File: config.mk
export PLATFORM = sky130hd
export DESIGN_NAME = radix_int64_parser_top
export DESIGN_NICKNAME = d
export VERILOG_FILES = /design/src/hdl/rip_pkg.sv /design/src/hdl/rip_fifo.sv /design/src/hdl/rip_front.sv /design/src/hdl/rip_back.sv /design/src/hdl/radix_int64_parser_top.sv
export SDC_FILE = /design/constraint.sdc
export NUM_CORES = 1
export LEC_CHECK = 0
export ABC_AREA = 1
export BUFFER_PORTS_ARGS = -buffer_cell sky130_fd_sc_hd__buf_2
export CAP_MARGIN = 25
export CORE_MARGIN = 5
export CORE_UTILIZATION = 30
export CTS_CLUSTER_DIAMETER = 40
export DETAILED_ROUTE_END_ITERATION = 10
export GPL_TIMING_DRIVEN = 0
export PLACE_DENSITY = 0.54
export SLEW_MARGIN = 15
export SYNTH_ARGS = -nofsm -noshare
export SYNTH_HDL_FRONTEND = slang
export SYNTH_SLANG_ARGS = --single-unit
File: constraint.sdc
create_clock -name clk -period 14.9 [get_ports clk]
set_input_delay 2.98 -clock clk [delete_from_list [all_inputs] [get_ports clk]]
set_output_delay 2.98 -clock clk [all_outputs]
set_load 0.02 [all_outputs]
File: src/hdl/rip_pkg.sv
// Shared types, constants and guard tables for the radix int64 parser.
package rip_pkg;

  // Character codes
  localparam logic [7:0] MINUS_CHAR = 8'h2D;
  localparam logic [7:0] CHAR_DIG0  = 8'h30;
  localparam logic [7:0] CHAR_DIG9  = 8'h39;
  localparam logic [7:0] CHAR_UP_A  = 8'h41;
  localparam logic [7:0] CHAR_UP_F  = 8'h46;
  localparam logic [7:0] CHAR_LO_A  = 8'h61;
  localparam logic [7:0] CHAR_LO_F  = 8'h66;

  // Radix register
  localparam int unsigned RADIX_W     = 5;
  localparam logic [4:0]  RADIX_RESET = 5'd10;
  localparam logic [4:0]  RADIX_MIN   = 5'd2;
  localparam logic [4:0]  RADIX_MAX   = 5'd16;

  // Queue depths
  localparam int unsigned MID_DEPTH_DEF = 4;
  localparam int unsigned OUT_DEPTH_DEF = 2;

  // Accumulation limits: the value is gathered as a negative number
  localparam logic signed [63:0] LIMIT_NEG = 64'sh8000_0000_0000_0000;
  localparam logic signed [63:0] LIMIT_POS = -64'sh7FFF_FFFF_FFFF_FFFF;

  // Largest magnitude that may still be multiplied by the radix, per radix
  localparam logic signed [63:0] GUARD_NEG [0:16] = '{
    64'sd0, 64'sd0,
    LIMIT_NEG / 64'sd2,  LIMIT_NEG / 64'sd3,  LIMIT_NEG / 64'sd4,
    LIMIT_NEG / 64'sd5,  LIMIT_NEG / 64'sd6,  LIMIT_NEG / 64'sd7,
    LIMIT_NEG / 64'sd8,  LIMIT_NEG / 64'sd9,  LIMIT_NEG / 64'sd10,
    LIMIT_NEG / 64'sd11, LIMIT_NEG / 64'sd12, LIMIT_NEG / 64'sd13,
    LIMIT_NEG / 64'sd14, LIMIT_NEG / 64'sd15, LIMIT_NEG / 64'sd16
  };
  localparam logic signed [63:0] GUARD_POS [0:16] = '{
    64'sd0, 64'sd0,
    LIMIT_POS / 64'sd2,  LIMIT_POS / 64'sd3,  LIMIT_POS / 64'sd4,
    LIMIT_POS / 64'sd5,  LIMIT_POS / 64'sd6,  LIMIT_POS / 64'sd7,
    LIMIT_POS / 64'sd8,  LIMIT_POS / 64'sd9,  LIMIT_POS / 64'sd10,
    LIMIT_POS / 64'sd11, LIMIT_POS / 64'sd12, LIMIT_POS / 64'sd13,
    LIMIT_POS / 64'sd14, LIMIT_POS / 64'sd15, LIMIT_POS / 64'sd16
  };

  // Character class decided by the front
  typedef enum logic [1:0] {
    CLS_NONE  = 2'd0,
    CLS_MINUS = 2'd1,
    CLS_DIGIT = 2'd2,
    CLS_BAD   = 2'd3
  } cls_t;

  // Parse phase
  typedef enum logic [1:0] {
    PH_START  = 2'd0,
    PH_SIGN   = 2'd1,
    PH_DIGITS = 2'd2
  } phase_t;

  typedef struct packed {
    logic [7:0] char_code;
    logic       has_char;
    logic       last;
  } in_word_t;

  typedef struct packed {
    logic signed [63:0] value;
    logic               ok;
  } out_word_t;

  // Classified word between front and back
  typedef struct packed {
    cls_t       cls;
    logic [3:0] digit;
    logic [4:0] base;
    logic       last;
  } mid_word_t;

  // Finished text: raw negative accumulator, sign and status
  typedef struct packed {
    logic signed [63:0] acc;
    logic               neg;
    logic               ok;
  } res_word_t;

endpackage

File: src/hdl/rip_fifo.sv
// Small register queue with registered storage, used for the classified queue and the result queue.
module rip_fifo #(
  parameter int unsigned WIDTH = 8,
  parameter int unsigned DEPTH = 4
) (
  input  logic             clk,
  input  logic             rst_n,
  input  logic             push,
  input  logic [WIDTH-1:0] wdata,
  output logic             full,
  input  logic             pop,
  output logic [WIDTH-1:0] rdata,
  output logic             empty
);

  localparam int unsigned PTR_W = (DEPTH > 1) ? $clog2(DEPTH) : 1;
  localparam int unsigned CNT_W = $clog2(DEPTH + 1);

  logic [WIDTH-1:0] store_r [DEPTH];
  logic [PTR_W-1:0] wr_ptr_r, wr_ptr_nxt;
  logic [PTR_W-1:0] rd_ptr_r, rd_ptr_nxt;
  logic [CNT_W-1:0] count_r, count_nxt;
  logic             do_push, do_pop;

  assign full    = (count_r == CNT_W'(DEPTH));
  assign empty   = (count_r == '0);
  assign do_push = push && !full;
  assign do_pop  = pop && !empty;
  assign rdata   = store_r[rd_ptr_r];

  // Advance pointers and fill count
  always_comb begin
    wr_ptr_nxt = wr_ptr_r;
    rd_ptr_nxt = rd_ptr_r;
    count_nxt  = count_r;
    if (do_push) begin
      wr_ptr_nxt = (wr_ptr_r == PTR_W'(DEPTH - 1)) ? '0 : wr_ptr_r + 1'b1;
    end
    if (do_pop) begin
      rd_ptr_nxt = (rd_ptr_r == PTR_W'(DEPTH - 1)) ? '0 : rd_ptr_r + 1'b1;
    end
    if (do_push && !do_pop) begin
      count_nxt = count_r + 1'b1;
    end else if (do_pop && !do_push) begin
      count_nxt = count_r - 1'b1;
    end
  end

  always_ff @(posedge clk) begin
    if (!rst_n) begin
      wr_ptr_r <= '0;
      rd_ptr_r <= '0;
      count_r  <= '0;
    end else begin
      wr_ptr_r <= wr_ptr_nxt;
      rd_ptr_r <= rd_ptr_nxt;
      count_r  <= count_nxt;
    end
  end

  // Store the incoming word
  always_ff @(posedge clk) begin
    if (do_push) begin
      store_r[wr_ptr_r] <= wdata;
    end
  end

endmodule

File: src/hdl/rip_front.sv
// Front stage: holds the radix, accepts characters and classifies them.
module rip_front (
  input  logic                clk,
  input  logic                rst_n,
  input  logic                cfg_we,
  input  logic [4:0]          cfg_data,
  input  logic                in_push,
  input  rip_pkg::in_word_t   in_word,
  input  logic                mid_full,
  output logic                mid_push,
  output rip_pkg::mid_word_t  mid_word
);

  logic [4:0] radix_r, radix_nxt;
  logic [4:0] base_w;
  logic [7:0] diff_w;
  logic [3:0] dig_w;
  logic       is_dig_w;

  // Hold the radix register
  always_comb begin
    radix_nxt = cfg_we ? cfg_data : radix_r;
  end

  always_ff @(posedge clk) begin
    if (!rst_n) begin
      radix_r <= rip_pkg::RADIX_RESET;
    end else begin
      radix_r <= radix_nxt;
    end
  end

  // Clamp radix to the supported range
  always_comb begin
    if (radix_r < rip_pkg::RADIX_MIN) begin
      base_w = rip_pkg::RADIX_MIN;
    end else if (radix_r > rip_pkg::RADIX_MAX) begin
      base_w = rip_pkg::RADIX_MAX;
    end else begin
      base_w = radix_r;
    end
  end

  // Decode the character into a digit value
  always_comb begin
    diff_w   = '0;
    dig_w    = '0;
    is_dig_w = 1'b0;
    case (in_word.char_code) inside
      [rip_pkg::CHAR_DIG0:rip_pkg::CHAR_DIG9]: begin
        diff_w   = in_word.char_code - rip_pkg::CHAR_DIG0;
        dig_w    = diff_w[3:0];
        is_dig_w = 1'b1;
      end
      [rip_pkg::CHAR_UP_A:rip_pkg::CHAR_UP_F]: begin
        diff_w   = in_word.char_code - rip_pkg::CHAR_UP_A;
        dig_w    = diff_w[3:0] + 4'd10;
        is_dig_w = 1'b1;
      end
      [rip_pkg::CHAR_LO_A:rip_pkg::CHAR_LO_F]: begin
        diff_w   = in_word.char_code - rip_pkg::CHAR_LO_A;
        dig_w    = diff_w[3:0] + 4'd10;
        is_dig_w = 1'b1;
      end
      default: begin
        is_dig_w = 1'b0;
      end
    endcase
  end

  // Classify and forward; drop idle words
  always_comb begin
    mid_word.digit = dig_w;
    mid_word.base  = base_w;
    mid_word.last  = in_word.last;
    if (!in_word.has_char) begin
      mid_word.cls = rip_pkg::CLS_NONE;
    end else if (in_word.char_code == rip_pkg::MINUS_CHAR) begin
      mid_word.cls = rip_pkg::CLS_MINUS;
    end else if (!is_dig_w || ({1'b0, dig_w} >= base_w)) begin
      mid_word.cls = rip_pkg::CLS_BAD;
    end else begin
      mid_word.cls = rip_pkg::CLS_DIGIT;
    end
    mid_push = in_push && !mid_full && (in_word.has_char || in_word.last);
  end

endmodule

File: src/hdl/rip_back.sv
// Back stage: accumulates digits with overflow guards and emits finished texts.
module rip_back (
  input  logic                clk,
  input  logic                rst_n,
  input  logic                mid_empty,
  input  rip_pkg::mid_word_t  mid_word,
  output logic                mid_pop,
  input  logic                res_full,
  output logic                res_push,
  output rip_pkg::res_word_t  res_word
);

  logic signed [63:0] acc_r, acc_nxt;
  logic               neg_r, neg_nxt;
  logic               failed_r, failed_nxt;
  rip_pkg::phase_t    phase_r, phase_nxt;

  logic signed [63:0] guard_w;
  logic signed [63:0] limit_w;
  logic signed [68:0] prod_w;
  logic signed [64:0] step_w;
  logic signed [64:0] limit_ext_w;

  // Pop when a word waits and a final word has room downstream
  assign mid_pop  = !mid_empty && (!mid_word.last || !res_full);
  assign res_push = mid_pop && mid_word.last;

  // Guard, limit and multiply-subtract for one digit step
  always_comb begin
    guard_w     = neg_r ? rip_pkg::GUARD_NEG[mid_word.base]
                        : rip_pkg::GUARD_POS[mid_word.base];
    limit_w     = neg_r ? rip_pkg::LIMIT_NEG : rip_pkg::LIMIT_POS;
    prod_w      = acc_r * $signed({1'b0, mid_word.base});
    step_w      = $signed(prod_w[64:0]) - $signed({61'd0, mid_word.digit});
    limit_ext_w = {limit_w[63], limit_w};
  end

  // Advance the parse state for the popped word
  always_comb begin
    acc_nxt    = acc_r;
    neg_nxt    = neg_r;
    failed_nxt = failed_r;
    phase_nxt  = phase_r;
    if (mid_pop && (mid_word.cls != rip_pkg::CLS_NONE) && !failed_r) begin
      if ((phase_r == rip_pkg::PH_START) && (mid_word.cls == rip_pkg::CLS_MINUS)) begin
        neg_nxt   = 1'b1;
        phase_nxt = rip_pkg::PH_SIGN;
      end else if (mid_word.cls != rip_pkg::CLS_DIGIT) begin
        failed_nxt = 1'b1;
      end else begin
        case (phase_r)
          rip_pkg::PH_START, rip_pkg::PH_SIGN: begin
            acc_nxt   = -$signed({60'd0, mid_word.digit});
            phase_nxt = rip_pkg::PH_DIGITS;
          end
          default: begin
            if (acc_r < guard_w) begin
              failed_nxt = 1'b1;
            end else if (step_w < limit_ext_w) begin
              failed_nxt = 1'b1;
            end else begin
              acc_nxt = step_w[63:0];
            end
          end
        endcase
      end
    end
    // Emit the finished text from the updated state
    res_word.acc = acc_nxt;
    res_word.neg = neg_nxt;
    res_word.ok  = !failed_nxt && (phase_nxt == rip_pkg::PH_DIGITS);
    // Clear for the next text
    if (res_push) begin
      acc_nxt    = '0;
      neg_nxt    = 1'b0;
      failed_nxt = 1'b0;
      phase_nxt  = rip_pkg::PH_START;
    end
  end

  always_ff @(posedge clk) begin
    if (!rst_n) begin
      acc_r    <= '0;
      neg_r    <= 1'b0;
      failed_r <= 1'b0;
      phase_r  <= rip_pkg::PH_START;
    end else begin
      acc_r    <= acc_nxt;
      neg_r    <= neg_nxt;
      failed_r <= failed_nxt;
      phase_r  <= phase_nxt;
    end
  end

`ifndef ASSERT_OFF
  a_pop_not_empty: assert property (@(posedge clk) disable iff (!rst_n)
    mid_pop |-> !mid_empty)
    else $error("back popped an empty queue");

  a_push_has_room: assert property (@(posedge clk) disable iff (!rst_n)
    res_push |-> !res_full)
    else $error("back pushed a result into a full queue");

  a_clear_after_last: assert property (@(posedge clk) disable iff (!rst_n)
    res_push |=> (phase_r == rip_pkg::PH_START) && !failed_r && !neg_r && (acc_r == '0))
    else $error("parse state not cleared after final word");

  a_ok_needs_digit: assert property (@(posedge clk) disable iff (!rst_n)
    (res_push && res_word.ok) |-> (res_word.acc <= 64'sd0))
    else $error("good result with positive accumulator");
`endif

endmodule

File: src/hdl/radix_int64_parser_top.sv
// Top level of the radix int64 parser: front, classified queue, back, result queue.
// A final word is stored in the classified queue; the back stage then writes its result into the result queue.
// Throughput: one word per cycle unless a queue is full, set by the combinational digit step in the back stage.
// Words with no character and no end mark are dropped at the front.
// Reset (synchronous, rst_n low) empties both queues, clears the parse state
// and sets the radix to 10.
module radix_int64_parser_top #(
  parameter int unsigned MID_DEPTH = rip_pkg::MID_DEPTH_DEF,
  parameter int unsigned OUT_DEPTH = rip_pkg::OUT_DEPTH_DEF
) (
  input  logic                clk,
  input  logic                rst_n,
  input  logic                cfg_we,
  input  logic [4:0]          cfg_data,
  input  logic                push,
  output logic                full,
  input  rip_pkg::in_word_t   in_data,
  input  logic                pop,
  output logic                empty,
  output rip_pkg::out_word_t  out_data
);

  localparam int unsigned MID_W = $bits(rip_pkg::mid_word_t);
  localparam int unsigned RES_W = $bits(rip_pkg::res_word_t);

  rip_pkg::mid_word_t mid_wr_w, mid_rd_w;
  logic [MID_W-1:0]   mid_rdata_w;
  logic               mid_push_w, mid_pop_w, mid_empty_w;
  rip_pkg::res_word_t res_wr_w, res_rd_w;
  logic [RES_W-1:0]   res_rdata_w;
  logic               res_push_w, res_full_w;

  rip_front u_front (
    .clk      (clk),
    .rst_n    (rst_n),
    .cfg_we   (cfg_we),
    .cfg_data (cfg_data),
    .in_push  (push),
    .in_word  (in_data),
    .mid_full (full),
    .mid_push (mid_push_w),
    .mid_word (mid_wr_w)
  );

  rip_fifo #(.WIDTH(MID_W), .DEPTH(MID_DEPTH)) u_mid_fifo (
    .clk   (clk),
    .rst_n (rst_n),
    .push  (mid_push_w),
    .wdata (mid_wr_w),
    .full  (full),
    .pop   (mid_pop_w),
    .rdata (mid_rdata_w),
    .empty (mid_empty_w)
  );

  assign mid_rd_w = rip_pkg::mid_word_t'(mid_rdata_w);

  rip_back u_back (
    .clk       (clk),
    .rst_n     (rst_n),
    .mid_empty (mid_empty_w),
    .mid_word  (mid_rd_w),
    .mid_pop   (mid_pop_w),
    .res_full  (res_full_w),
    .res_push  (res_push_w),
    .res_word  (res_wr_w)
  );

  rip_fifo #(.WIDTH(RES_W), .DEPTH(OUT_DEPTH)) u_res_fifo (
    .clk   (clk),
    .rst_n (rst_n),
    .push  (res_push_w),
    .wdata (res_wr_w),
    .full  (res_full_w),
    .pop   (pop),
    .rdata (res_rdata_w),
    .empty (empty)
  );

  assign res_rd_w = rip_pkg::res_word_t'(res_rdata_w);

  // Turn the negative accumulator into the signed result; zero on error
  always_comb begin
    out_data.ok = res_rd_w.ok;
    if (!res_rd_w.ok) begin
      out_data.value = '0;
    end else if (res_rd_w.neg) begin
      out_data.value = res_rd_w.acc;
    end else begin
      out_data.value = -res_rd_w.acc;
    end
  end

endmodule

* Yosys cells after proc, flatten, opt, wreduce, memory -nomap -nowiden
Memory sizes are Yosys's and may differ from the RTL's. A register that Yosys moved wholly into a read port is not among the register bits.
Cells that the tools add are included.
** Cells by class
- Add/subtract/negate cells :: 16
- Multiply operators :: 1
- Div/mod/pow operators :: 0
- Order comparisons :: 12
- Eq/ne operators :: 9
- Shift operators :: 0
- Muxes and demuxes :: 53
- Bitwise logic cells :: 2
- Reduce and logical (&&, ||, !) cells :: 42
** Operators by type and width (number)
- $mux W64 :: 13
- $lt A65 B64 Y1 :: 1
- $mul A64 B6 Y65 :: 1
- $sub A65 B5 Y65 :: 1
- $lt A64 B64 Y1 :: 1
- $neg A4 Y64 :: 1
- $neg A64 Y64 :: 1
- $mux W2 :: 12
- $mux W1 :: 21
- $logic_and A1 B1 Y1 :: 19
- $ge A8 B7 Y1 const B :: 2
- $le A8 B7 Y1 const B :: 2
- $logic_not A1 Y1 :: 12
- $mux W4 :: 3
- $sub A4 B1 Y4 const B :: 3
- $mux W5 :: 2
- $add A4 B4 Y4 const B :: 2
- $eq A2 B2 Y1 const B :: 4
- $eq A8 B6 Y1 const B :: 1
- $ge A8 B6 Y1 const B :: 1
- $le A8 B6 Y1 const B :: 1
- $add A2 B1 Y2 const B :: 3
- $ge A6 B6 Y1 const B :: 1
- $mux W3 :: 2
- 17 further kinds :: 25
** Storage, ports and cells
- Bits in registers :: 84
- Bits in latches :: 0
- RAM bits :: 180
- Bits in read-only memories :: 4096
- Bits of input ports :: 20
- Logic and storage cells :: 150
- Memories :: 4
** Memory list
- (no name shown) :: words 32, bits a word 64, read ports 1, clocked after Yosys merged registers in 0, wr ports 0, line rip_back.sv:30 : guard_w = neg_r ? rip_pkg::GUARD_NEG[mid_word.base]
- (no name shown) :: words 32, bits a word 64, read ports 1, clocked after Yosys merged registers in 0, wr ports 0, line rip_back.sv:31 : : rip_pkg::GUARD_POS[mid_word.base];
- u_res_fifo.store_r :: words 2, bits a word 66, read ports 1, clocked after Yosys merged registers in 1, wr ports 1, line rip_fifo.sv:19 : logic [WIDTH-1:0] store_r [DEPTH];
- u_mid_fifo.store_r :: words 4, bits a word 12, read ports 1, clocked after Yosys merged registers in 1, wr ports 1, line rip_fifo.sv:19

* Longest topological paths before layout
Gate-level depths: netlist (run 1).
- Word-level depth :: 13
- Gate-level depth with buffers :: 45
- Gate-level depth less buffers :: 40

* Hierarchy
From an unflattened synthesis (run 1), not the netlist that was laid out.
** Unflattened totals
- Cell total of the unflattened synthesis :: 4498
- Area total of the unflattened synthesis :: 30625.6 sq um
** By module, submodules not included
- rip_back :: instances 1, cells an instance 3399, area an instance 20090.5 sq um, sequential area each 1361.3 sq um
- rip_fifo at u_res_fifo :: instances 1, cells an instance 243, area an instance 5165.0 sq um, sequential area each 4063.9 sq um
- radix_int64_parser_top :: instances 1, cells an instance 574, area an instance 2507.4 sq um, sequential area each 0.0 sq um
- rip_fifo at u_mid_fifo :: instances 1, cells an instance 188, area an instance 2282.2 sq um, sequential area each 1621.6 sq um
- rip_front :: instances 1, cells an instance 94, area an instance 580.6 sq um, sequential area each 100.1 sq um

* Worst setup path after synthesis (run 1)
OpenSTA, ideal clock, no wires.
- Kind :: register to register
- Start point :: register (tool-made name)
- End point :: memory u_res_fifo.store_r[0][26] (netlist name), data pin
- Library setup time :: 253 ps
- Arrival time :: 6286 ps
- Slack :: 8361 ps
- Cell stages (with the launch flop) :: 42
- Period minus slack after synthesis :: 6539 ps
- Cells stage by stage :: dfxtp_1 buf_2 inv_2 nand3_1 nand2_1 clkbuf_1 clkbuf_1 clkbuf_1 nor2_1 fa_1 fa_1 fa_1 inv_1 fa_1 inv_1 ha_1 nand2_1 inv_1 [6 not listed] nand2_1 nand2_1 nand2_1 nand2_1 nor2_1 nand2_1 nor2_1 nand3_1 nand2_2 nand2_4 nand2_2 buf_6 buf_6 nand2_1 nand3_1 nand2_1 nand2_1 inv_1
** RTL lines (line)
- end, declared :: rip_fifo.sv:19

==> results.md, run 1 <==
* Distinct cell type count of the synthesized netlist at ~60
* H-Tree Depth at 2
* Status: completed
* Chip Height at between 300 and 400 µm
* CTS tree: built
* Register area share after synthesis at around 25%
* CP startpoint kind: flip-flop
* Fmax at around 110 MHz
* Cell Area, Placed at 31100 µm²
* Setup slack at placement at 5.69 ns
* Avg Synthesized Cell Area at 7.03 µm²
* Initial Util at 30.3%
* Hold WC Path Type: reg -> reg
* Min Clock Period, post-route at a little over 9 ns
* Critical-path top delay cell: clkbuf_1
* Max Clock Skew at about 0.033 ns
* Total track usage at 19.6%
* Least-Margin Pin Slew at 1.06 ns
* Syn nets at ~4.5k
* Gpl congestion at 0.942
* Vias in the first global route at 25.7k
* Crit end category: flip-flop
* # Max-Cap Violations at 0
* I/O pin count at 87
* Post-CTS Setup Bufs at 0
* Final Hold Slack at slightly below 0.5 ns
* Area growth syn-to-layout at 12.9%
* Total clock buffers created by CTS at 42
* Core Footprint at 95200 µm²
* DRT Pass-1 Iters at 6
* Avg WL per Cell at about 18 µm
* Slew Limit Fails at 0
* DR DRC count at 0
* Largest net degree at the start of global routing at 27
* Clock Root Buffer: clkbuf_16
* Most used cell along the critical path: nand2_1
* Initial antenna violation count at 0
* Global-route wire length before repair at around 150000 µm
* Fillers at 10.3k
* Layout cells sized above 1 at under 10%
* Antenna-violating nets left at 0
* Post-synth top area share at between 10% and 20%
* CTS Hold Bufs at 0
* Clock Latency Late Sink at between 0.5 and 0.6 ns
* Mapped cell area at roughly 29000 µm²
* WP data arrival at 9.62 ns
* Antenna diodes at 0
* Max incr delay on CP at about 0.79 ns
* GR Overflow Total at 0
* Post-Syn Instances at roughly 4.1k
* Synth area leaders: edfxtp_1 (19%), fa_1 (17%), nand2_1 (13%)
* Final nets at between 4k and 5k
* Die X-Extent at around 320 µm
* Drt initial violations at 1817
* # rows at approximately 110
* Worst-path maximum fanout at 10
* Resized Gates After CTS at 0
* Slew HR at approximately 29%
* Die ar. at 102000 µm²
* Worst-path clk slew at ~0.06 ns
* Main synth FF type: edfxtp_1
* Final TNS setup at 0 ns
* Synth warn at 0
* Vias/cell at about 4.7
* IO Port Bufs at 86
* Final setup viols at 0
* Critical path class: reg -> reg
* Final worst setup slack at between 5 and 6 ns
* RSZ-0062 raised after global routing: no
* Longest Clk Path Bufs at 3
* Worst Path Required at 15.22 ns
* DP HPWL at ~87000 µm
* Routed WL at between 100000 and 150000 µm
* Synth area leader: edfxtp_1
* Via Count at 26.2k
* Fraction of registers with async set/reset at 0%
* Clock Sinks at between 200 and 300
* Design area at 32600 µm²
* EDFF count, synth at 180
* Final period utilization at ~62%
* Endpoints failing hold at 0
* FF+latch count, synth at between 200 and 300
* Reg-to-reg setup timing slack at approximately 5.6 ns
==> logic make-up after synthesis <==
kind of cell	after synthesis	share of synthesized area, %
simple gates	2001	28.8
buf+inv	949	12.7
compound gates	425	8.14
fa+ha+maj	404	23.9
flops	267	24.8
xor+xnor	35	1.06
mux	17	0.590
==> per-stage QoR <==
stage               utilization (%)  cells
global placement               32.4   5449
global route                   34.2   5539
floorplan                         -   4098
CTS                            34.2   5539
finish                         34.2   5539
detailed placement             32.6   5461
==> cell usage in the layout (no fill, tap or decap), types with 9 or more instances in the layout <==
cell,n
nand2_1,996
inv_1,818
nor2_1,570
fa_1,245
nand3_1,243
edfxtp_1,180
a21oi_1,178
ha_1,159
o21ai_0,153
buf_2,107
dfxtp_1,87
clkbuf_1,69
nor3_1,51
clkbuf_16,42
nand4_1,36
or2_2,27
xor2_1,21
buf_1,20
mux2i_1,17
o21ai_1,15
nand3b_1,15
xnor2_1,14
inv_2,13
o21bai_1,12
buf_6,11
nor4_1,10
o21a_1,9
or2_1,9
==> area by class of cell <==
type | count | area, µm² | area share, %
Clock buffer | 46 | 1080 | 3.31
Tap cell | 1265 | 1580 | 4.86
Inverter | 832 | 3120 | 9.59
Sequential cell | 267 | 7150 | 22.0
Multi-Input combinational cell | 2882 | 18000 | 55.4
Timing Repair Buffer | 98 | 633 | 1.95
Buffer | 117 | 529 | 1.63
Clock inverter | 32 | 419 | 1.29
==> worst max-delay path, delay by kind of cell, from the launching register on <==
| family | cells | cell delay (ns) |
|---|---|---|
| AND/OR/NAND/NOR | 24 | 3.40 |
| flip-flops | 1 | 0.29 |
| buffers and inverters | 11 | 2.80 |
| adder cells (fa/ha/maj) | 5 | 2.50 |
==> layer usage <==
metal	track usage, %	wire, µm
met1	26.1	44400
met2	31.8	45500
met3	4.30	8180
met4	6.26	3940
met5	0	0
==> path summary, 6_finish.rpt <==
kind                      start  depth (start not counted)                        end
max                   flip-flop                         40  u_res_fifo.store_r[0][63]
min          u_front.radix_r[0]                          2         u_front.radix_r[0]
max reg2reg           flip-flop                         40  u_res_fifo.store_r[0][63]
min reg2reg  u_front.radix_r[0]                          2         u_front.radix_r[0]
==> synth_stat cells, drive strengths merged (14+ instances only) <==
cell / n
nand4: 36
inv: 831
nor2: 583
nand3: 247
xor2: 21
edfxtp: 180
dfxtp: 87
nor3: 54
fa: 245
clkbuf: 66
nand3b: 15
or2: 44
o21ai: 173
buf: 51
ha: 159
mux2i: 17
a21oi: 179
xnor2: 14
nand2: 1005
==> flip-flops by register name, summed over array words and instances (netlist names), named ones only <==
name and flops:
u_mid_fifo.count_r 3, u_mid_fifo.rd_ptr_r 2, u_back.failed_r 1, u_mid_fifo.wr_ptr_r 2
u_back.phase_r 2, u_res_fifo.count_r 2, u_back.neg_r 1, u_mid_fifo.store_r 48
u_res_fifo.store_r 132, u_front.radix_r 5, u_back.acc_r 64, u_res_fifo.rd_ptr_r 1
u_res_fifo.wr_ptr_r 1
Power of run 1 is left out: the tool's default activity adds up to more than one toggle a clock period on the data nets, which glitch-free logic cannot reach.
==> run 2: changes to the inputs <==
--- a/config.mk
+++ b/config.mk
@@ -5,7 +5,7 @@
 export SDC_FILE = /design/constraint.sdc
 export NUM_CORES = 1
 export LEC_CHECK = 0
-export ABC_AREA = 1
+export ABC_AREA = 0
 export BUFFER_PORTS_ARGS = -buffer_cell sky130_fd_sc_hd__buf_2
 export CAP_MARGIN = 25
 export CORE_MARGIN = 5
==> constraint.sdc (replaced) <==
create_clock -name clk -period 8.7 [get_ports clk]
set_input_delay 1.74 -clock clk [delete_from_list [all_inputs] [get_ports clk]]
set_output_delay 1.74 -clock clk [all_outputs]
set_load 0.02 [all_outputs]
==> results.md, run 2 <==
* Longest Clk Path Bufs at 3 (unchanged)
* Clock Root Buffer: clkbuf_16
* Critical path class: reg -> reg
* Clock Sinks at 267 (unchanged)
* Antenna-violating nets left at 0 (unchanged)
* Fmax at 116 MHz (+7.8%)
* CP startpoint kind: flip-flop
* Area taken by multi-input logic gates at 19900 µm² (+10%)
* Largest register FFs at 132 (unchanged)
* Final nets at 3752 (-20%)
* Status: completed
* Vias in the first global route at 24.7k (-3.8%)
* Via Count at 24.8k (-5.2%)
* RSZ-0062 raised after global routing: yes
* Combinational family with the most area after synthesis: adder cells
* Least-Margin Pin Slew at 1.17 ns (+0.109 ns)
* Core Footprint at 93200 µm² (-2.1%)
* Most common cell after layout, fill and taps aside: inv_1
* Worst-path clk slew at 0.06 ns (about the same)
* Largest net degree at the start of global routing at 51 (+89%)
* Final setup viols at 0 (unchanged)
* Area growth syn-to-layout at 18.2%
* Syn nets at 3598 (-20%)
* Initial Util at 30.1% (-0.15 points)
* Synth area leaders: edfxtp_1 (19%), fa_1 (17%), ha_1 (7.1%)
* Global-route wire length before repair at 161000 µm (+4.6%)
* Avg WL per Cell at 23.5 µm (+27%)
* Fillers at 9652 (-6.4%)
* Largest regs: u_res_fifo.store_r (132), u_back.acc_r (64), u_mid_fifo.store_r (48)
* Hold WC Path Type: reg -> reg
* Register area share after synthesis at 25.4% (+0.65 points)
* Synth warn at 0 (unchanged)
* Final worst setup slack at 0.0707 ns (-5.53 ns)
* Compound-cell area share of the yosys netlist at 16.4% (+8.3 points)
* FF+latch count, synth at 267 (unchanged)
* GR Overflow Total at 0 (unchanged)
* Main synth FF type: edfxtp_1
* Total track usage at 21.4% (+1.8 points)
* Layout cells sized above 1 at 14.7% (+8.1 points)
* Distinct cell type count of the synthesized netlist at 89 (+46%)
* Drt initial violations at 2288 (+26%)
* Gpl congestion at 1.01 (+7.6%)
* EDFF count, synth at 180 (unchanged)
* Simple-Gate Fraction of Synth Area at 18.2% (-11 points)
* XOR/XNOR Fraction of Synth Area at 3.82% (+2.8 points)
* Max Clock Skew at 0.0253 ns (-0.00748 ns)
* DP HPWL at 88400 µm (+1.5%)
* IO Port Bufs at 84 (-2.3%)
* H-Tree Depth at 2 (unchanged)
* DR DRC count at 0 (unchanged)
* Mapped cell area at 28100 µm² (-2.6%)
* Clock Latency Late Sink at 0.59 ns (about the same)
* Die ar. at 99800 µm² (-2.5%)
* Setup slack at placement at -2.86 ns (-8.55 ns)
* Biggest register: u_res_fifo.store_r
* Worst-path maximum fanout at 10 (unchanged)
* Crit end category: flip-flop
* Max incr delay on CP at 0.60 ns (-0.19 ns)
* Die X-Extent at 316 µm (-1.2%)
* Slew Limit Fails at 0 (unchanged)
* Commonest non-fill, non-tap cells in the layout: inv_1 (344), nor2_1 (328), nand2_1 (312)
* Post-synth top area share at 19.2% (+0.49 points)
* Endpoints failing hold at 0 (unchanged)
* Avg Synthesized Cell Area at 8.85 µm² (+26%)
* Post-Syn Instances at 3174 (-23%)
* Total clock buffers created by CTS at 43 (+2.4%)
* Critical-path top delay cell: or4b_4
* CTS tree: built
* Routed WL at 108000 µm (+6.3%)
* Min Clock Period, post-route at 8.63 ns (-0.675 ns)
* # Max-Cap Violations at 0 (unchanged)
* Fraction of registers with async set/reset at 0% (unchanged)
* Most instantiated cells after synthesis: inv_1 (345), nor2_1 (336), nand2_1 (312), fa_1 (245), edfxtp_1 (180)
* # rows at 112 (-0.88%)
* DRT Pass-1 Iters at 6 (unchanged)
* Top-count cell post-synth: inv_1
* WP data arrival at 9.06 ns (-0.56 ns)
* Worst Path Required at 9.13 ns (-6.09 ns)
* Slew HR at 21.2% (-7.8 points)
* Final period utilization at 99.2% (+37 points)
* Initial antenna violation count at 5 (+5)
* Chip Height at 316 µm (-1.2%)
* Post-synthesis adder-cell area fraction at 24.5% (+0.63 points)
* Synth area leader: edfxtp_1
* Most used cell along the critical path: fa_1
* I/O pin count at 87 (unchanged)
* FF+latch area at 7150 µm² (about the same)
* Post-synthesis mux area share at 4.51% (+3.9 points)
* Vias/cell at 5.36 (+14%)
[run 2: changes by cell type in the layout (fill, tap and decap cells not counted), sizes merged, moves of 24 or more]
cell,previous run,this run
a21o,4,51
a221oi,0,48
and2,3,109
buf,149,193
inv,843,366
mux2i,17,85
nand2,1005,312
nand2b,0,32
nand3,247,30
nor2,583,337
or2,44,20
xnor2,14,63
xor2,21,57
[run 2: timing repair]
item | CTS | global route
buffers inserted | 21 | 22
gates cloned | 0 | 1
hold buffers | 0 | 0
gates resized for setup | 212 | 108
pin swaps | 19 | 18
setup endpoints to repair | 222 | 191
[run 2: kinds of logic (layout without fill, tap and decap cells)]
group / count (synthesis) / count (layout)
AND/OR/NAND/NOR: 1081 / 1081
AO/OA/AOI/OAI: 685 / 685
buffers and inverters: 507 / 696
adder cells (fa/ha/maj): 404 / 404
flip-flops: 267 / 267
XOR/XNOR: 121 / 121
multiplexers: 109 / 109
other: 0 / 6
[run 2: area by class of cell]
type	count	share of cell area (%)
inverter	347	3.93
tap	1254	4.73
clock buffer	49	3.34
antenna	6	0.0452
sequential	267	21.5
timing repair buffer	139	2.86
buffer	130	2.54
multi-input combinational	2400	60.0
clock inverter	31	1.04
[run 2: critical path: cells and delay by family (launching register included)]
family                     cells  cell delay (ns)
adders and majority gates      5             2.51
AOI/OAI and AO/OA              7             2.01
and+or+nand+nor                5             1.63
buffers and inverters          6             1.04
muxes                          1             0.59
DFF                            1             0.35
xor gates and xnor gates       1             0.31
[run 2: metal layers]
layer	GRT usage, %	share of wire, %	up-vias	wire length (µm)
li1	-	-	11300	-
met1	29.5	44	12300	47400
met2	34.3	45	988	49000
met3	3.74	7.8	190	8410
met4	6.79	3.4	4	3640
met5	0	0.029	-	31
[run 2: worst paths after layout]
| path | start | end | slack (ns) | cells after the start |
|---|---|---|---|---|
| setup / recovery | flip-flop | u_back.acc_r[58] | 0.07 | 25 |
| hold / removal | u_mid_fifo.count_r[2] | u_mid_fifo.count_r[2] | 0.51 | 2 |
| hold reg to reg | u_mid_fifo.count_r[2] | u_mid_fifo.count_r[2] | 0.51 | 2 |
| setup reg to reg | flip-flop | u_back.acc_r[58] | 0.07 | 25 |
[run 2: per-stage QoR]
stage	hold WS, ns	instances	utilization (%)	area, µm²	TNS (ns)
CTS	0.510	4599	35.0	32600	-0.0172
detailed placement	0.506	4522	32.5	30300	-454.11
global route	0.533	4617	35.6	33200	-0.173
finish	0.510	4623	35.6	33200	0
floorplan	0.466	3174	-	28100	0
global placement	0.500	4512	32.3	30100	-429.78
Power of run 2 is left out for the same reason.
==> run 3: changes to the inputs <==
--- a/config.mk
+++ b/config.mk
@@ -8,12 +8,14 @@
 export ABC_AREA = 0
 export BUFFER_PORTS_ARGS = -buffer_cell sky130_fd_sc_hd__buf_2
 export CAP_MARGIN = 25
+export CELL_PAD_IN_SITES_DETAIL_PLACEMENT = 1
+export CELL_PAD_IN_SITES_GLOBAL_PLACEMENT = 2
 export CORE_MARGIN = 5
 export CORE_UTILIZATION = 30
 export CTS_CLUSTER_DIAMETER = 40
 export DETAILED_ROUTE_END_ITERATION = 10
 export GPL_TIMING_DRIVEN = 0
-export PLACE_DENSITY = 0.54
+export PLACE_DENSITY = 0.73
 export SLEW_MARGIN = 15
 export SYNTH_ARGS = -nofsm -noshare
 export SYNTH_HDL_FRONTEND = slang
==> results.md, run 3 (same netlist as run 2, synthesis figures left out) <==
* Commonest non-fill, non-tap cells in the layout: inv_1 (344), nor2_1 (325), nand2_1 (311)
* Via Count at 25.2k (+1.6%)
* Met2 wire length at 54300 µm (+11%)
* Vias in the first global route at 26.2k (+5.8%)
* Cell Area, Placed at 30300 µm² (about the same)
* Worst path bufs/invs at 11 (+5)
* Worst Path Required at 9.01 ns (-0.12 ns)
* R2R Path End: u_res_fifo.store_r[0][57]
* Avg WL per Cell at 25.2 µm (+7.6%)
* Status: finished with violations
* Clock Sinks at 267 (unchanged)
* Vias/cell at 5.43 (+1.2%)
* Top cell family by delay on the critical path: adder cells
* # Max-Cap Violations at 0 (unchanged)
* Clock Root Buffer: clkbuf_16
* Crit end category: flip-flop
* RSZ-0062 raised after global routing: yes
* Area growth syn-to-layout at 20.7%
* Worst-path maximum fanout at 10 (unchanged)
* Max Clock Skew at 0.0233 ns (-0.00206 ns)
* Chip Height at 316 µm (unchanged)
* Hold path start: u_front.radix_r[1]
* Longest Clk Path Bufs at 3 (unchanged)
* Gpl congestion at 0.957 (-5.6%)
* Layout cells sized above 1 at 16.5% (+1.8 points)
* Max incr delay on CP at 0.61 ns (about the same)
* Die ar. at 99800 µm² (unchanged)
* Slew HR at 27.8% (+6.6 points)
* Final nets at 3776 (+0.64%)
* Fmax at 115 MHz (-0.97%)
* Final TNS setup at -0.0231 ns (-0.0231 ns)
* Failing checks: setup timing
* Reg-to-reg setup timing slack at -0.01 ns (-0.08 ns)
* Final Non-Filler Cells at 4645 (+0.48%)
* Final setup viols at 2 (+2)
* Min Clock Period, post-route at 8.71 ns (+0.0847 ns)
* Endpoints failing hold at 0 (unchanged)
* WP depth at 28 (+12%)
* DR DRC count at 0 (unchanged)
* IO Port Bufs at 84 (unchanged)
* WP data arrival at 9.03 ns (-0.03 ns)
* Path depth of the worst reg2reg path at 28 (+12%)
* Critical path class: reg -> reg
* Core Footprint at 93200 µm² (unchanged)
* Initial Util at 30.1% (unchanged)
* WL met1 at 50500 µm (+6.6%)
* Total track usage at 23.1% (+1.7 points)
* Most common cell after layout, fill and taps aside: inv_1
* DRT Pass-1 Iters at 5 (-1)
* Largest net degree at the start of global routing at 48 (-5.9%)
* Biggest register: u_res_fifo.store_r
* Total clock buffers created by CTS at 46 (+7.0%)
* Least-Margin Pin Slew at 1.08 ns (-0.0863 ns)
* # rows at 112 (unchanged)
* Die X-Extent at 316 µm (unchanged)
* Most used cell along the critical path: fa_1
* Routed WL at 117000 µm (+8.1%)
* I/O pin count at 87 (unchanged)
* Worst-path clk slew at 0.05 ns (about the same)
* Slew Limit Fails at 0 (unchanged)
* Critical-path top delay cell: mux4_2
* CP startpoint kind: flip-flop
* Final period utilization at 100% (+0.97 points)
* Drt initial violations at 1837 (-20%)
* Clock Latency Late Sink at 0.58 ns (about the same)
* CTS tree: built
* GR Overflow Total at 0 (unchanged)
* Hold WC Path Type: reg -> reg
* Final worst setup slack at -0.0139 ns (-0.0847 ns)
* CTS Hold Bufs at 0 (unchanged)
* Initial antenna violation count at 9 (+4)
* Design area at 33900 µm² (+2.2%)
* H-Tree Depth at 2 (unchanged)
* DP Cell Count at 4525 (+0.066%)
* Antenna-violating nets left at 0 (unchanged)
* DP HPWL at 95300 µm (+7.9%)
* Met3 Wirelength at 7270 µm (-14%)
* Min-Delay Endpoint: u_front.radix_r[1]
* Largest regs: u_res_fifo.store_r (132), u_back.acc_r (64), u_mid_fifo.store_r (48)
* Worst Hold Depth at 2 (unchanged)
* Top sig layer: met5
* Global-route wire length before repair at 173000 µm (+7.4%)
* Largest register FFs at 132 (unchanged)
run 3: stage by stage:
stage	util (%)	setup slack, ns	hold WS [ns]
final	36.4	-0.0139	0.508
after floorplan	-	0.591	0.466
after CTS	35.5	-0.0303	0.518
after global placement	32.3	-3.09	0.492
after detailed placement	32.5	-2.96	0.503
after global routing	36.4	-0.0675	0.559
run 3: area by class of cell:
class,instances,area [µm²]
Clock buffer,56,1260
Clock inverter,29,412
Fill cell,10800,59300
Inverter,347,1310
Tap cell,1254,1570
Antenna cell,2,5.00
Multi-Input combinational cell,2400,20200
Sequential cell,267,7150
Timing Repair Buffer,165,1190
Buffer,125,857
run 3: worst min-delay path: stages, from the launching register on:
cell and delay, ns:
dfxtp_1 0.35, mux2i_1 0.08, nand2_1 0.05
run 3: how the worst max path moves through the flow:
stage,from,slack [ns],end
floorplan,flip-flop,0.59,u_res_fifo.store_r[0][18]
global route,flip-flop,-0.07,u_res_fifo.store_r[0][64]
CTS,flip-flop,-0.03,u_res_fifo.store_r[0][48]
detailed placement,flip-flop,-2.96,u_res_fifo.store_r[0][53]
finish,flip-flop,-0.01,u_res_fifo.store_r[0][57]
global placement,flip-flop,-3.09,u_res_fifo.store_r[0][53]
run 3: routing by layer:
metal  up-vias  global-route usage, %
met4         2                   8.05
li1      11400                      -
met2       816                   38.4
met1     12800                   30.8
met3       225                   3.41
met5         -                      0
run 3: repair_timing:
action                     4_1_cts  5_1_grt
buffers inserted                27       37
resized for setup              244      155
cloned                           0        1
setup endpoints to repair      222      192
pin swaps                       25       33
Power of run 3 is left out for the same reason.
